[src/rtl/core/tbr_pkg.sv]
// Shared types, widths and constants for the triangle barycentric rasterizer.
// Used by the controller, the datapath and the top level; no dependencies.
package tbr_pkg;

  localparam int COORD_BITS  = 16;
  localparam int FRAC_BITS   = 4;
  localparam int WEIGHT_BITS = 16;
  localparam int PIXEL_BITS  = 12;

  localparam int OPB_W  = COORD_BITS + 1;
  localparam int CTR_W  = PIXEL_BITS + FRAC_BITS + 1;
  localparam int XA_W   = (CTR_W + 1 > COORD_BITS + 1) ? CTR_W + 1 : COORD_BITS + 1;
  localparam int OPA_W  = XA_W + 1;
  localparam int PROD_W = OPA_W + OPB_W;
  localparam int EDGE_W = PROD_W + 1;
  localparam int MAG_W  = EDGE_W + 1;
  localparam int REM_W  = MAG_W + 1;
  localparam int DIVCNT_W = $clog2(WEIGHT_BITS);

  localparam int IN_RAW_W    = 6 * COORD_BITS + 2 * PIXEL_BITS;
  localparam int IN_TDATA_W  = ((IN_RAW_W + 7) / 8) * 8;
  localparam int OUT_RAW_W   = 3 * WEIGHT_BITS + 2 * PIXEL_BITS + 2;
  localparam int OUT_TDATA_W = ((OUT_RAW_W + 7) / 8) * 8;

  localparam logic CMD_LOAD  = 1'b0;
  localparam logic CMD_PIXEL = 1'b1;

  typedef enum logic [2:0] {
    ST_IDLE,
    ST_MUL,
    ST_CHECK,
    ST_DIV_A,
    ST_DIV_B,
    ST_FINISH
  } state_t;

  typedef struct packed {
    logic                accept;
    logic                mul_en;
    logic [1:0]          step;
    logic                check_en;
    logic                div_en;
    logic                div_sel_b;
    logic                div_last;
    logic                finish;
  } ctrl_cmd_t;

  typedef struct packed {
    logic mode_pixel;
    logic hit;
    logic out_busy;
  } ctrl_sts_t;

  typedef struct packed {
    logic                   degenerate;
    logic [PIXEL_BITS-1:0]  out_y;
    logic [PIXEL_BITS-1:0]  out_x;
    logic [WEIGHT_BITS-1:0] weight_c;
    logic [WEIGHT_BITS-1:0] weight_b;
    logic [WEIGHT_BITS-1:0] weight_a;
    logic                   inside_res;
  } result_t;

endpackage

[src/rtl/core/tbr_ctrl.sv]
// Sequencing state machine for the rasterizer: multiply steps, checks, division.
// Depends on tbr_pkg; drives the command struct of tbr_datapath.
module tbr_ctrl
  import tbr_pkg::*;
(
  input  logic      clk,
  input  logic      rst_n,
  input  logic      in_tvalid,
  output logic      in_tready,
  input  ctrl_sts_t sts,
  output ctrl_cmd_t cmd
);

  state_t              state_r, state_nxt;
  logic [1:0]          step_r, step_nxt;
  logic [DIVCNT_W-1:0] cnt_r, cnt_nxt;
  logic                cnt_last;

  assign cnt_last = (cnt_r == DIVCNT_W'(WEIGHT_BITS - 1));

  always_ff @(posedge clk) begin
    if (!rst_n) begin
      state_r <= ST_IDLE;
      step_r  <= '0;
      cnt_r   <= '0;
    end else begin
      state_r <= state_nxt;
      step_r  <= step_nxt;
      cnt_r   <= cnt_nxt;
    end
  end

  always_comb begin
    state_nxt = state_r;
    step_nxt  = step_r;
    cnt_nxt   = cnt_r;
    in_tready = 1'b0;
    cmd       = '0;
    cmd.step  = step_r;
    case (state_r)
      ST_IDLE: begin
        in_tready = 1'b1;
        if (in_tvalid) begin
          cmd.accept = 1'b1;
          step_nxt   = '0;
          state_nxt  = ST_MUL;
        end
      end
      ST_MUL: begin
        cmd.mul_en = 1'b1;
        step_nxt   = step_r + 2'd1;
        if (step_r == 2'd3) begin
          state_nxt = ST_CHECK;
        end
      end
      ST_CHECK: begin
        cmd.check_en = 1'b1;
        cnt_nxt      = '0;
        state_nxt    = sts.mode_pixel ? ST_DIV_A : ST_FINISH;
      end
      ST_DIV_A: begin
        if (!sts.hit) begin
          state_nxt = ST_FINISH;
        end else begin
          cmd.div_en   = 1'b1;
          cmd.div_last = cnt_last;
          cnt_nxt      = cnt_r + DIVCNT_W'(1);
          if (cnt_last) begin
            cnt_nxt   = '0;
            state_nxt = ST_DIV_B;
          end
        end
      end
      ST_DIV_B: begin
        cmd.div_en    = 1'b1;
        cmd.div_sel_b = 1'b1;
        cmd.div_last  = cnt_last;
        cnt_nxt       = cnt_r + DIVCNT_W'(1);
        if (cnt_last) begin
          cnt_nxt   = '0;
          state_nxt = ST_FINISH;
        end
      end
      ST_FINISH: begin
        if (!sts.out_busy) begin
          cmd.finish = 1'b1;
          state_nxt  = ST_IDLE;
        end
      end
      default: begin
        state_nxt = ST_IDLE;
      end
    endcase
  end

endmodule

[src/rtl/core/tbr_datapath.sv]
// Datapath of the rasterizer: vertex store, shared multiplier, edge and area
// registers, shared restoring divider and output register. Depends on tbr_pkg.
module tbr_datapath
  import tbr_pkg::*;
(
  input  logic                    clk,
  input  logic                    rst_n,
  input  ctrl_cmd_t               cmd,
  output ctrl_sts_t               sts,
  input  logic                    in_command,
  input  logic [IN_TDATA_W-1:0]   in_data,
  output logic                    out_valid,
  input  logic                    out_ready,
  output result_t                 out_res
);

  logic signed [COORD_BITS-1:0] vert_r [6];
  logic [PIXEL_BITS-1:0]        px_r, py_r;
  logic                         mode_r;
  logic signed [PROD_W-1:0]     acc_r;
  logic signed [EDGE_W-1:0]     s1_r, s2_r, ea_r, eb_r;
  logic                         zero_r;
  logic                         inside_r;
  logic [MAG_W-1:0]             nb_r;
  logic [REM_W-1:0]             rem_r;
  logic [WEIGHT_BITS-1:0]       quo_r, wa_r;
  logic                         out_valid_r;
  result_t                      out_res_r;

  logic signed [OPB_W-1:0] d_ab_x, d_ab_y, d_cb_x, d_cb_y, d_bc_x, d_bc_y, d_ac_x, d_ac_y;
  logic [CTR_W-1:0]        xc, yc;
  logic signed [OPA_W-1:0] xs, ys, opa;
  logic signed [OPB_W-1:0] opb;
  logic signed [PROD_W-1:0] prod;
  logic signed [EDGE_W-1:0] term;
  logic [MAG_W-1:0]        ma, mb, na, nb, den;
  logic [MAG_W:0]          nsum;
  logic                    pa, pb, pc;
  logic [REM_W-1:0]        rem2;
  logic                    ge;
  logic [WEIGHT_BITS-1:0]  quo_nxt;
  logic [WEIGHT_BITS:0]    wc_full;
  logic [WEIGHT_BITS-1:0]  wc;
  result_t                 res_nxt;

  assign d_ab_x = OPB_W'(vert_r[0]) - OPB_W'(vert_r[2]);
  assign d_ab_y = OPB_W'(vert_r[1]) - OPB_W'(vert_r[3]);
  assign d_cb_x = OPB_W'(vert_r[4]) - OPB_W'(vert_r[2]);
  assign d_cb_y = OPB_W'(vert_r[5]) - OPB_W'(vert_r[3]);
  assign d_bc_x = OPB_W'(vert_r[2]) - OPB_W'(vert_r[4]);
  assign d_bc_y = OPB_W'(vert_r[3]) - OPB_W'(vert_r[5]);
  assign d_ac_x = OPB_W'(vert_r[0]) - OPB_W'(vert_r[4]);
  assign d_ac_y = OPB_W'(vert_r[1]) - OPB_W'(vert_r[5]);

  assign xc = CTR_W'({px_r, 1'b1}) << FRAC_BITS;
  assign yc = CTR_W'({py_r, 1'b1}) << FRAC_BITS;
  assign xs = OPA_W'(signed'({1'b0, xc}));
  assign ys = OPA_W'(signed'({1'b0, yc}));

  always_comb begin
    opa = '0;
    opb = '0;
    case (cmd.step)
      2'd0: begin
        opa = (mode_r == CMD_PIXEL) ? xs - (OPA_W'(vert_r[2]) <<< 1) : OPA_W'(d_ab_x);
        opb = d_cb_y;
      end
      2'd1: begin
        opa = (mode_r == CMD_PIXEL) ? ys - (OPA_W'(vert_r[3]) <<< 1) : OPA_W'(d_ab_y);
        opb = d_cb_x;
      end
      2'd2: begin
        opa = (mode_r == CMD_PIXEL) ? xs - (OPA_W'(vert_r[4]) <<< 1) : OPA_W'(d_bc_x);
        opb = d_ac_y;
      end
      2'd3: begin
        opa = (mode_r == CMD_PIXEL) ? ys - (OPA_W'(vert_r[5]) <<< 1) : OPA_W'(d_bc_y);
        opb = d_ac_x;
      end
      default: begin
        opa = '0;
        opb = '0;
      end
    endcase
  end

  assign prod = opa * opb;
  assign term = EDGE_W'(prod) - EDGE_W'(acc_r);

  assign ma = s1_r[EDGE_W-1] ? MAG_W'(-s1_r) << 1 : MAG_W'(s1_r) << 1;
  assign mb = s2_r[EDGE_W-1] ? MAG_W'(-s2_r) << 1 : MAG_W'(s2_r) << 1;
  assign na = ea_r[EDGE_W-1] ? MAG_W'(-ea_r) : MAG_W'(ea_r);
  assign nb = eb_r[EDGE_W-1] ? MAG_W'(-eb_r) : MAG_W'(eb_r);
  assign nsum = (MAG_W + 1)'(na) + (MAG_W + 1)'(nb);

  assign pa = (ea_r != '0) && (ea_r[EDGE_W-1] == s1_r[EDGE_W-1]);
  assign pb = (eb_r != '0) && (eb_r[EDGE_W-1] == s2_r[EDGE_W-1]);
  assign pc = nsum < (MAG_W + 1)'(ma);

  assign den     = cmd.div_sel_b ? mb : ma;
  assign rem2    = rem_r << 1;
  assign ge      = rem2 >= REM_W'(den);
  assign quo_nxt = {quo_r[WEIGHT_BITS-2:0], ge};

  assign wc_full = {1'b1, {WEIGHT_BITS{1'b0}}} - {1'b0, wa_r} - {1'b0, quo_r};
  assign wc      = wc_full[WEIGHT_BITS] ? {WEIGHT_BITS{1'b1}} : wc_full[WEIGHT_BITS-1:0];

  always_comb begin
    res_nxt            = '0;
    res_nxt.degenerate = zero_r;
    if (mode_r == CMD_PIXEL) begin
      res_nxt.out_x = px_r;
      res_nxt.out_y = py_r;
      if (inside_r) begin
        res_nxt.inside_res = 1'b1;
        res_nxt.weight_a   = wa_r;
        res_nxt.weight_b   = quo_r;
        res_nxt.weight_c   = wc;
      end
    end
  end

  always_ff @(posedge clk) begin
    if (!rst_n) begin
      for (int i = 0; i < 6; i++) begin
        vert_r[i] <= '0;
      end
      s1_r        <= '0;
      s2_r        <= '0;
      zero_r      <= 1'b1;
      mode_r      <= CMD_LOAD;
      inside_r    <= 1'b0;
      out_valid_r <= 1'b0;
    end else begin
      if (cmd.accept) begin
        mode_r <= in_command;
        if (in_command == CMD_LOAD) begin
          for (int i = 0; i < 6; i++) begin
            vert_r[i] <= in_data[i*COORD_BITS +: COORD_BITS];
          end
        end else begin
          px_r <= in_data[6*COORD_BITS +: PIXEL_BITS];
          py_r <= in_data[6*COORD_BITS + PIXEL_BITS +: PIXEL_BITS];
        end
      end
      if (cmd.mul_en) begin
        if (!cmd.step[0]) begin
          acc_r <= prod;
        end else if (mode_r == CMD_LOAD) begin
          if (!cmd.step[1]) begin
            s1_r <= term;
          end else begin
            s2_r <= term;
          end
        end else begin
          if (!cmd.step[1]) begin
            ea_r <= term;
          end else begin
            eb_r <= term;
          end
        end
      end
      if (cmd.check_en) begin
        if (mode_r == CMD_LOAD) begin
          zero_r <= (s1_r == '0) || (s2_r == '0);
        end else begin
          inside_r <= !zero_r && pa && pb && pc;
          nb_r     <= nb;
          rem_r    <= REM_W'(na);
          quo_r    <= '0;
        end
      end
      if (cmd.div_en) begin
        if (cmd.div_last && !cmd.div_sel_b) begin
          wa_r  <= quo_nxt;
          rem_r <= REM_W'(nb_r);
          quo_r <= '0;
        end else begin
          rem_r <= ge ? rem2 - REM_W'(den) : rem2;
          quo_r <= quo_nxt;
        end
      end
      if (cmd.finish) begin
        out_valid_r <= 1'b1;
      end else if (out_ready) begin
        out_valid_r <= 1'b0;
      end
    end
  end

  always_ff @(posedge clk) begin
    if (cmd.finish) begin
      out_res_r <= res_nxt;
    end
  end

  assign sts.mode_pixel = (mode_r == CMD_PIXEL);
  assign sts.hit        = inside_r;
  assign sts.out_busy   = out_valid_r && !out_ready;
  assign out_valid      = out_valid_r;
  assign out_res        = out_res_r;

endmodule

[src/rtl/core/triangle_barycentric_rasterizer_unit.sv]
// Triangle rasterizer top level: a load item passes the multiply and check states,
// a pixel item then the division states if it is inside; the next item is taken
// the cycle after the result is registered. Inside pixels are set by two 16-step
// divisions on one shared restoring divider. Synchronous active-low reset clears
// the vertices and area terms and marks the triangle degenerate.
// Instantiates tbr_ctrl and tbr_datapath; depends on tbr_pkg.
module triangle_barycentric_rasterizer_unit
  import tbr_pkg::*;
(
  input  logic                   clk,
  input  logic                   rst_n,
  input  logic                   in_tvalid,
  output logic                   in_tready,
  // vert_a_x, vert_a_y, vert_b_x, vert_b_y, vert_c_x, vert_c_y, pixel_x, pixel_y
  input  logic [IN_TDATA_W-1:0]  in_tdata,
  // command
  input  logic                   in_tuser,
  output logic                   out_tvalid,
  input  logic                   out_tready,
  // inside_res, weight_a, weight_b, weight_c, out_x, out_y, degenerate
  output logic [OUT_TDATA_W-1:0] out_tdata
);

  ctrl_cmd_t cmd;
  ctrl_sts_t sts;
  result_t   res;

  tbr_ctrl u_ctrl (
    .clk       (clk),
    .rst_n     (rst_n),
    .in_tvalid (in_tvalid),
    .in_tready (in_tready),
    .sts       (sts),
    .cmd       (cmd)
  );

  tbr_datapath u_datapath (
    .clk        (clk),
    .rst_n      (rst_n),
    .cmd        (cmd),
    .sts        (sts),
    .in_command (in_tuser),
    .in_data    (in_tdata),
    .out_valid  (out_tvalid),
    .out_ready  (out_tready),
    .out_res    (res)
  );

  assign out_tdata = OUT_TDATA_W'(res);

endmodule

[config.mk]
export PLATFORM = sky130hd
export DESIGN_NAME = triangle_barycentric_rasterizer_unit
export DESIGN_NICKNAME = d
export VERILOG_FILES = /design/src/rtl/core/tbr_pkg.sv /design/src/rtl/core/tbr_ctrl.sv /design/src/rtl/core/tbr_datapath.sv /design/src/rtl/core/triangle_barycentric_rasterizer_unit.sv
export SDC_FILE = /design/constraint.sdc
export NUM_CORES = 2
export LEC_CHECK = 0
export BUFFER_PORTS_ARGS = -buffer_cell sky130_fd_sc_hd__buf_2
export CORE_MARGIN = 2
export CORE_UTILIZATION = 59
export CTS_BUF_LIST = sky130_fd_sc_hd__clkbuf_2
export DETAILED_ROUTE_END_ITERATION = 10
export HOLD_SLACK_MARGIN = 0.12
export PLACE_DENSITY = 0.81
export SYNTH_ARGS = -nofsm -noshare
export SYNTH_HDL_FRONTEND = slang
export SYNTH_SLANG_ARGS = --single-unit
[constraint.sdc]
create_clock -name clk -period 32.1 [get_ports clk]
set_input_delay 6.42 -clock clk [delete_from_list [all_inputs] [get_ports clk]]
set_output_delay 6.42 -clock clk [all_outputs]
set_load 0.1 [all_outputs]
# After elaboration in Yosys (flattened, before gate mapping)
# Memory sizes are Yosys's and may differ from the RTL's.
# Index checks and enable logic that the tools add are counted.
[op_classes] add_sub_neg=23 mul=1 n_lt_le_gt_ge=2 eq_ne=17 muxes=60 bitwise_logic=9 n_reduce_logical=37
[op_table] operator="2-to-1 mux 38 bit" n=10
[op_table] operator="2-to-1 mux 16 bit" n=11
[op_table] operator="subtractor 16 x 16 -> 17 bit" n=8
[op_table] operator="2-to-1 mux 19 bit" n=4
[op_table] operator="negation 37 -> 38 bit" n=2
[op_table] operator="case mux 19 bit (4 select lines)" n=1
[op_table] operator="subtractor 18 x 17 -> 19 bit" n=4
[op_table] operator="logical NOT 37 bit" n=2
[op_table] operator="negation 37 bit" n=2
[op_table] operator="nonzero test 37 bit" n=2
[op_table] operator="case mux 17 bit (4 select lines)" n=1
[op_table] operator="adder 38 x 38 -> 39 bit" n=1
[op_table] operator=">= comparator 39 x 38 -> 1 bit" n=1
[op_table] operator="less-than comparator 39 x 38 -> 1 bit" n=1
[op_table] operator="subtractor 38 bit" n=1
[op_table] operator="subtractor 36 x 36 -> 37 bit" n=1
[op_table] operator="multiplier 19 x 17 -> 36 bit" n=1
[op_table] operator="2-to-1 mux 3 bit" n=7
[op_table] operator="2-to-1 mux 1 bit" n=18
[op_table] operator="case mux 3 bit (6 select lines)" n=1
[op_table] operator="subtractor 17 x 16 -> 17 bit" n=1
[op_table] operator="subtractor 17 x 16 -> 17 bit (first input constant)" n=1
[op_table] operator="AND reduction 3 bit" n=5
[op_table] operator="AND reduction 5 bit" n=3
[op_table] operator="28 further kinds" n=60
[totals] register_bits=403 ram_bits=96 in_bits=125 out_inout_bits=82 elab_cells=175 mem_count=1
[mem_list] name="u_datapath.vert_r" words=6 word_bits=16 read_ports=6 rd_clocked_by_memory_dff=0 wr=6 line="tbr_datapath.sv:17" text="logic signed [COORD_BITS-1:0] vert_r [6];"

# Depth between registers and ports, before layout
[logic_depth] depth_word=7 depth_mapped=47 mapped_depth_nobuf=46

# Cells and area by module
# A second synthesis with hierarchy kept.
[unflattened] cells_unflattened=5533 area_unflattened_um2=50723.6
[modules_own_cells] module="tbr_datapath" n_inst=1 cells_per_inst=5455 area_each_um2=50059.3 seq_area_each_um2=13933.4
[modules_own_cells] module="tbr_ctrl" n_inst=1 cells_per_inst=71 area_each_um2=615.6 seq_area_each_um2=180.2
[modules_own_cells] module="triangle_barycentric_rasterizer_unit" n_inst=1 cells_per_inst=7 area_each_um2=48.8 seq_area_each_um2=0.0

# Worst setup path before layout
# OpenSTA, ideal clock, no wires.
[synth_timing] kind="in2reg" startpoint="input in_tvalid" endpoint="memory u_datapath.vert_r[0][0], enable pin" setup_ps=686 arrival_time_ps=13445 required_time_ps=31414 slack_ps=17969 path_stages=2 n_path_buf=0 cell_sequence="nand2_1 o21ai_0"
[synth_rtl] element="start, declared" line="triangle_barycentric_rasterizer_unit.sv:12" text="input logic in_tvalid,"
[synth_rtl] element="end, declared" line="tbr_datapath.sv:17"

==> metrics.md <==
| Metric | Value |
|---|---|
| Synthesized cell area | 50020 um2 |
| Crit path kind | reg2reg |
| Rel. slew slack | between 10% and 20% |
| Die Ht | between 200 and 300 um |
| WHS Endpoint | u_datapath.wa_r[1]$_DFFE_PP_ |
| Clock Skews | 159.7 ps |
| CP Launch Type | flip-flop |
| CP Data Required Time | 33180 ps |
| Area Overhead vs Synth | 7.074% |
| Slowest stage cell, crit path | a2111oi_0 |
| Mux contribution to synthesized area | 0.5653% |
| Post-synth EDFFs | just over 400 |
| Hold Slack | around 410 ps |
| Crit path largest cell delay | ~740 ps |
| First-pass GRT wire length | 227000 um |
| Hold Vio Cnt, Final | 0 |
| Fin. max-slew vios | 0 |
| Storage element area | 14120 um2 |
| Compound-Gate Fraction of Synth Area | 16.68% |
| Reg2Reg Launch Point | u_datapath.vert_r[0][32]$_SDFFCE_PN0P_ |
| Core Area | 83820 um2 |
| Post CTS Setup Buffer Count | 0 |
| Worst Max-Slew Pin Slew | roughly 1300 ps |
| Port bufs | 200 |
| RSZ-0062 raised after global routing | no |
| Antenna violations before repair | 3 |
| Outcome | finished, final reports clean |
| Clk root buf | clkbuf_2 |
| GRT Max-Usage Layer | met2 |
| Post-DRT Antenna Nets | 0 |
| DIE AREA | 87120 um2 |
| Critical path capture point type | flip-flop |
| Register-to-register setup slack | 20160 ps |
| GRT Util Overall | approximately a third |
| Met1 usage | 43.45% |
| Minimum clock period | about 12000 ps |
| Count of cell types in the netlist | 90 |
| TritonRoute pass-1 iters | 7 |
| Fin util | between 60% and 70% |
| Post-synthesis sequential element count | 499 |
| Tightest Hold Check Type | reg2reg |
| Critical R2R Capture | u_datapath.ea_r[34]$_DFFE_PP_ |
| CTS hold repair buffers | 0 |
| Final GP Congestion | 1.013 |
| Routing usage on met3 | 5.939% |
| Cts repair resizes | 0 |
| Post-synth top flop | edfxtp_1 |
| Starting Density | 59.67% |
| Final nets | ~6600 |
| Area of the multi-input gates | 33100 um2 |
| Worst-path maximum fanout | 9 |
| Via count | 42020 |
| CTS Buf Count | 132 |
| GRT met2 Usage | a little over half |
| Setup_tns | 0 ps |
| Hold depth | 0 |
| Die X | 295.2 um |
| H-tree depth | 4 |
| Synth async-reset ratio | 0% |
| Setup WS pre-CTS | 20280 ps |
| I/O pin count | 207 |
| Seq/Total Area, Yosys | 28.22% |
| XOR/XNOR Fraction of Synth Area | 7.214% |
| Drt wl/cell | just over 20 um |
| Worst skew pair latency | 1390 ps |
| Synthesis Warnings | 0 |
| GRT overflow | 0 |
| Drc violations | 0 |
| DR iter-0 viols | 3922 |
| Vias/cell | 6.066 |
| Mean Syn Cell Area | approximately 9 um2 |
| Final setup violation count | 0 |
| Vias in the first global route | 42010 |
| Max-Cap Viols | 0 |
| Pin count of the biggest net entering global routing | a little over 90 |
| Routed WL | 143800 um |
| CTS tree | yes |
| Post-Synth Adder-Cell Area | 25.02% |
| Proportion of layout cells with a drive suffix above 1 | approximately a tenth |
| Worst-path clk slew | 110 ps |
| Final WS setup | approximately 20000 ps |
| Row count | 106 |
| Clk buf depth | 3 |
| CTS sink count | 499 |
| Simple-Gate Fraction of Synth Area | 16.37% |
| Post-synthesis instance total | between 5000 and 6000 |
| Dpl hpwl | 114900 um |
| Final worst-path cycle share | about 37% |
| Largest family of logic cells by synthesized area | adder cells |
| Crit path DAT | ~13000 ps |
| Hold Crit Start | u_datapath.quo_r[0]$_SDFFCE_PP0P_ |
| F_max | 83.73 MHz |
| FF-to-FF path depth | 42 |
| Filler cell count | roughly 6900 |
[sequential cells by signal, summed over array words and instances (netlist names), 3 cells and up]
| register | cells |
|---|---|
| u_datapath.vert_r | 96 |
| u_datapath.py_r | 12 |
| u_datapath.px_r | 12 |
| u_datapath.s1_r | 37 |
| u_ctrl.state_r | 3 |
| u_datapath.out_res | 74 |
| u_datapath.eb_r | 37 |
| u_datapath.rem_r | 38 |
| u_datapath.ea_r | 37 |
| u_datapath.nb_r | 38 |
| u_datapath.quo_r | 16 |
| u_datapath.wa_r | 16 |
| u_ctrl.cnt_r | 4 |
| u_datapath.acc_r | 36 |
| u_datapath.s2_r | 37 |
[worst max-delay path by stage]
stage	from	to	slack, ps	cells after the start
after CTS	u_datapath.vert_r[0][32]$_SDFFCE_PN0P_	u_datapath.eb_r[34]$_DFFE_PP_	20270	42
after global routing	u_datapath.vert_r[0][49]$_SDFFCE_PN0P_	u_datapath.s2_r[28]$_SDFFE_PN0P_	19490	40
after global placement	u_datapath.vert_r[0][32]$_SDFFCE_PN0P_	u_datapath.ea_r[34]$_DFFE_PP_	20520	44
final	u_datapath.vert_r[0][32]$_SDFFCE_PN0P_	u_datapath.ea_r[34]$_DFFE_PP_	20160	42
after floorplan	in_tvalid	u_datapath.vert_r[0][0]$_SDFFCE_PN0P_	17970	2
after detailed placement	u_datapath.vert_r[0][32]$_SDFFCE_PN0P_	u_datapath.ea_r[34]$_DFFE_PP_	20280	42
[per-stage QoR]
stage	area, um2	instances
floorplan	50050	5487
global placement	52300	6691
detailed placement	52300	6691
CTS	53550	6923
global route	53560	6927
finish	53560	6927
[layout by cell type, fill, tap and decap left out, types with 27 or more instances in the layout]
cell type  instances
o21ai_0          235
nand2_1          554
o21ai_1           61
a211oi_1          53
nand4_1           32
edfxtp_1         412
dfxtp_1           86
buf_2            200
xor2_1           129
inv_1            588
nand2b_1          74
a21boi_0          62
or4_1             27
a21o_1           125
or3_1             38
nor3_1            86
ha_1             456
clkbuf_2         182
o21bai_1          36
o21a_1            42
fa_1             339
and3_1            38
buf_4             57
xnor2_1          283
nor2b_1           62
a31oi_1           46
nor2_1           362
a21oi_1          299
o31ai_1           60
clkinv_1          30
nand3_1          100
and2_1           199
[layer usage]
| layer | part of all wire (%) | up-vias | wire (um) |
|---|---|---|---|
| met2 | 46 | 1806 | 66150 |
| met3 | 7.8 | 419 | 11280 |
| met1 | 41 | 20220 | 59010 |
| met4 | 5.1 | 0 | 7384 |
| li1 | - | 19580 | - |
| met5 | 0 | - | 0 |
[cell families after synthesis]
group	after synthesis
AO/OA/AOI/OAI	1277
XOR/XNOR	412
multiplexers	26
buffers and inverters	783
flip-flops	499
adder cells (fa/ha/maj)	797
other	1
AND/OR/NAND/NOR	1684
[cells in the mapped netlist (all sizes together), types with 24 or more instances]
cell type / count / share of area (%)
nor2: 366 / 2.8
a31oi: 48 / 0.60
xor2: 129 / 2.3
o21ai: 299 / 3.0
clkbuf: 163 / 1.2
xnor2: 283 / 5.0
or2: 28 / 0.35
nor4: 27 / 0.38
nand2: 554 / 4.2
and3: 39 / 0.49
a21oi: 301 / 3.0
a211oi: 54 / 0.81
dfxtp: 87 / 3.5
fa: 339 / 14
or4: 38 / 0.65
and2: 199 / 2.5
nor3: 89 / 0.90
buf: 24 / 0.23
o21bai: 36 / 0.54
o21a: 43 / 0.65
nor2b: 62 / 0.78
edfxtp: 412 / 25
nand3: 100 / 1.0
nand2b: 74 / 0.93
a21o: 125 / 1.9
or3: 38 / 0.48
inv: 591 / 4.4
o31ai: 61 / 0.92
o41ai: 26 / 0.50
ha: 458 / 11
nand4: 32 / 0.40
a21boi: 65 / 0.98
[worst max-delay path, delay by kind of cell, from the launching register on]
family	cells	cell delay, ps
DFF	1	490
AOI/OAI and AO/OA	18	5180
buffers and inverters	7	490
xor gates and xnor gates	1	240
and+or+nand+nor	6	980
adders and majority gates	10	4350
[final cells by class]
| cell class | count | area share, % |
|---|---|---|
| Multi-Input combinational cell | 4205 | 61.80 |
| Sequential cell | 499 | 26.36 |
| Inverter | 596 | 4.177 |
| Timing Repair Buffer | 257 | 2.668 |
| Tap cell | 1134 | 2.649 |
| Clock buffer | 182 | 1.701 |
| Clock inverter | 50 | 0.6308 |
| Antenna cell | 4 | 0.01869 |
Power is left out: the tool's default activity adds up to more than one toggle a clock period on the data nets, which glitch-free logic cannot reach.
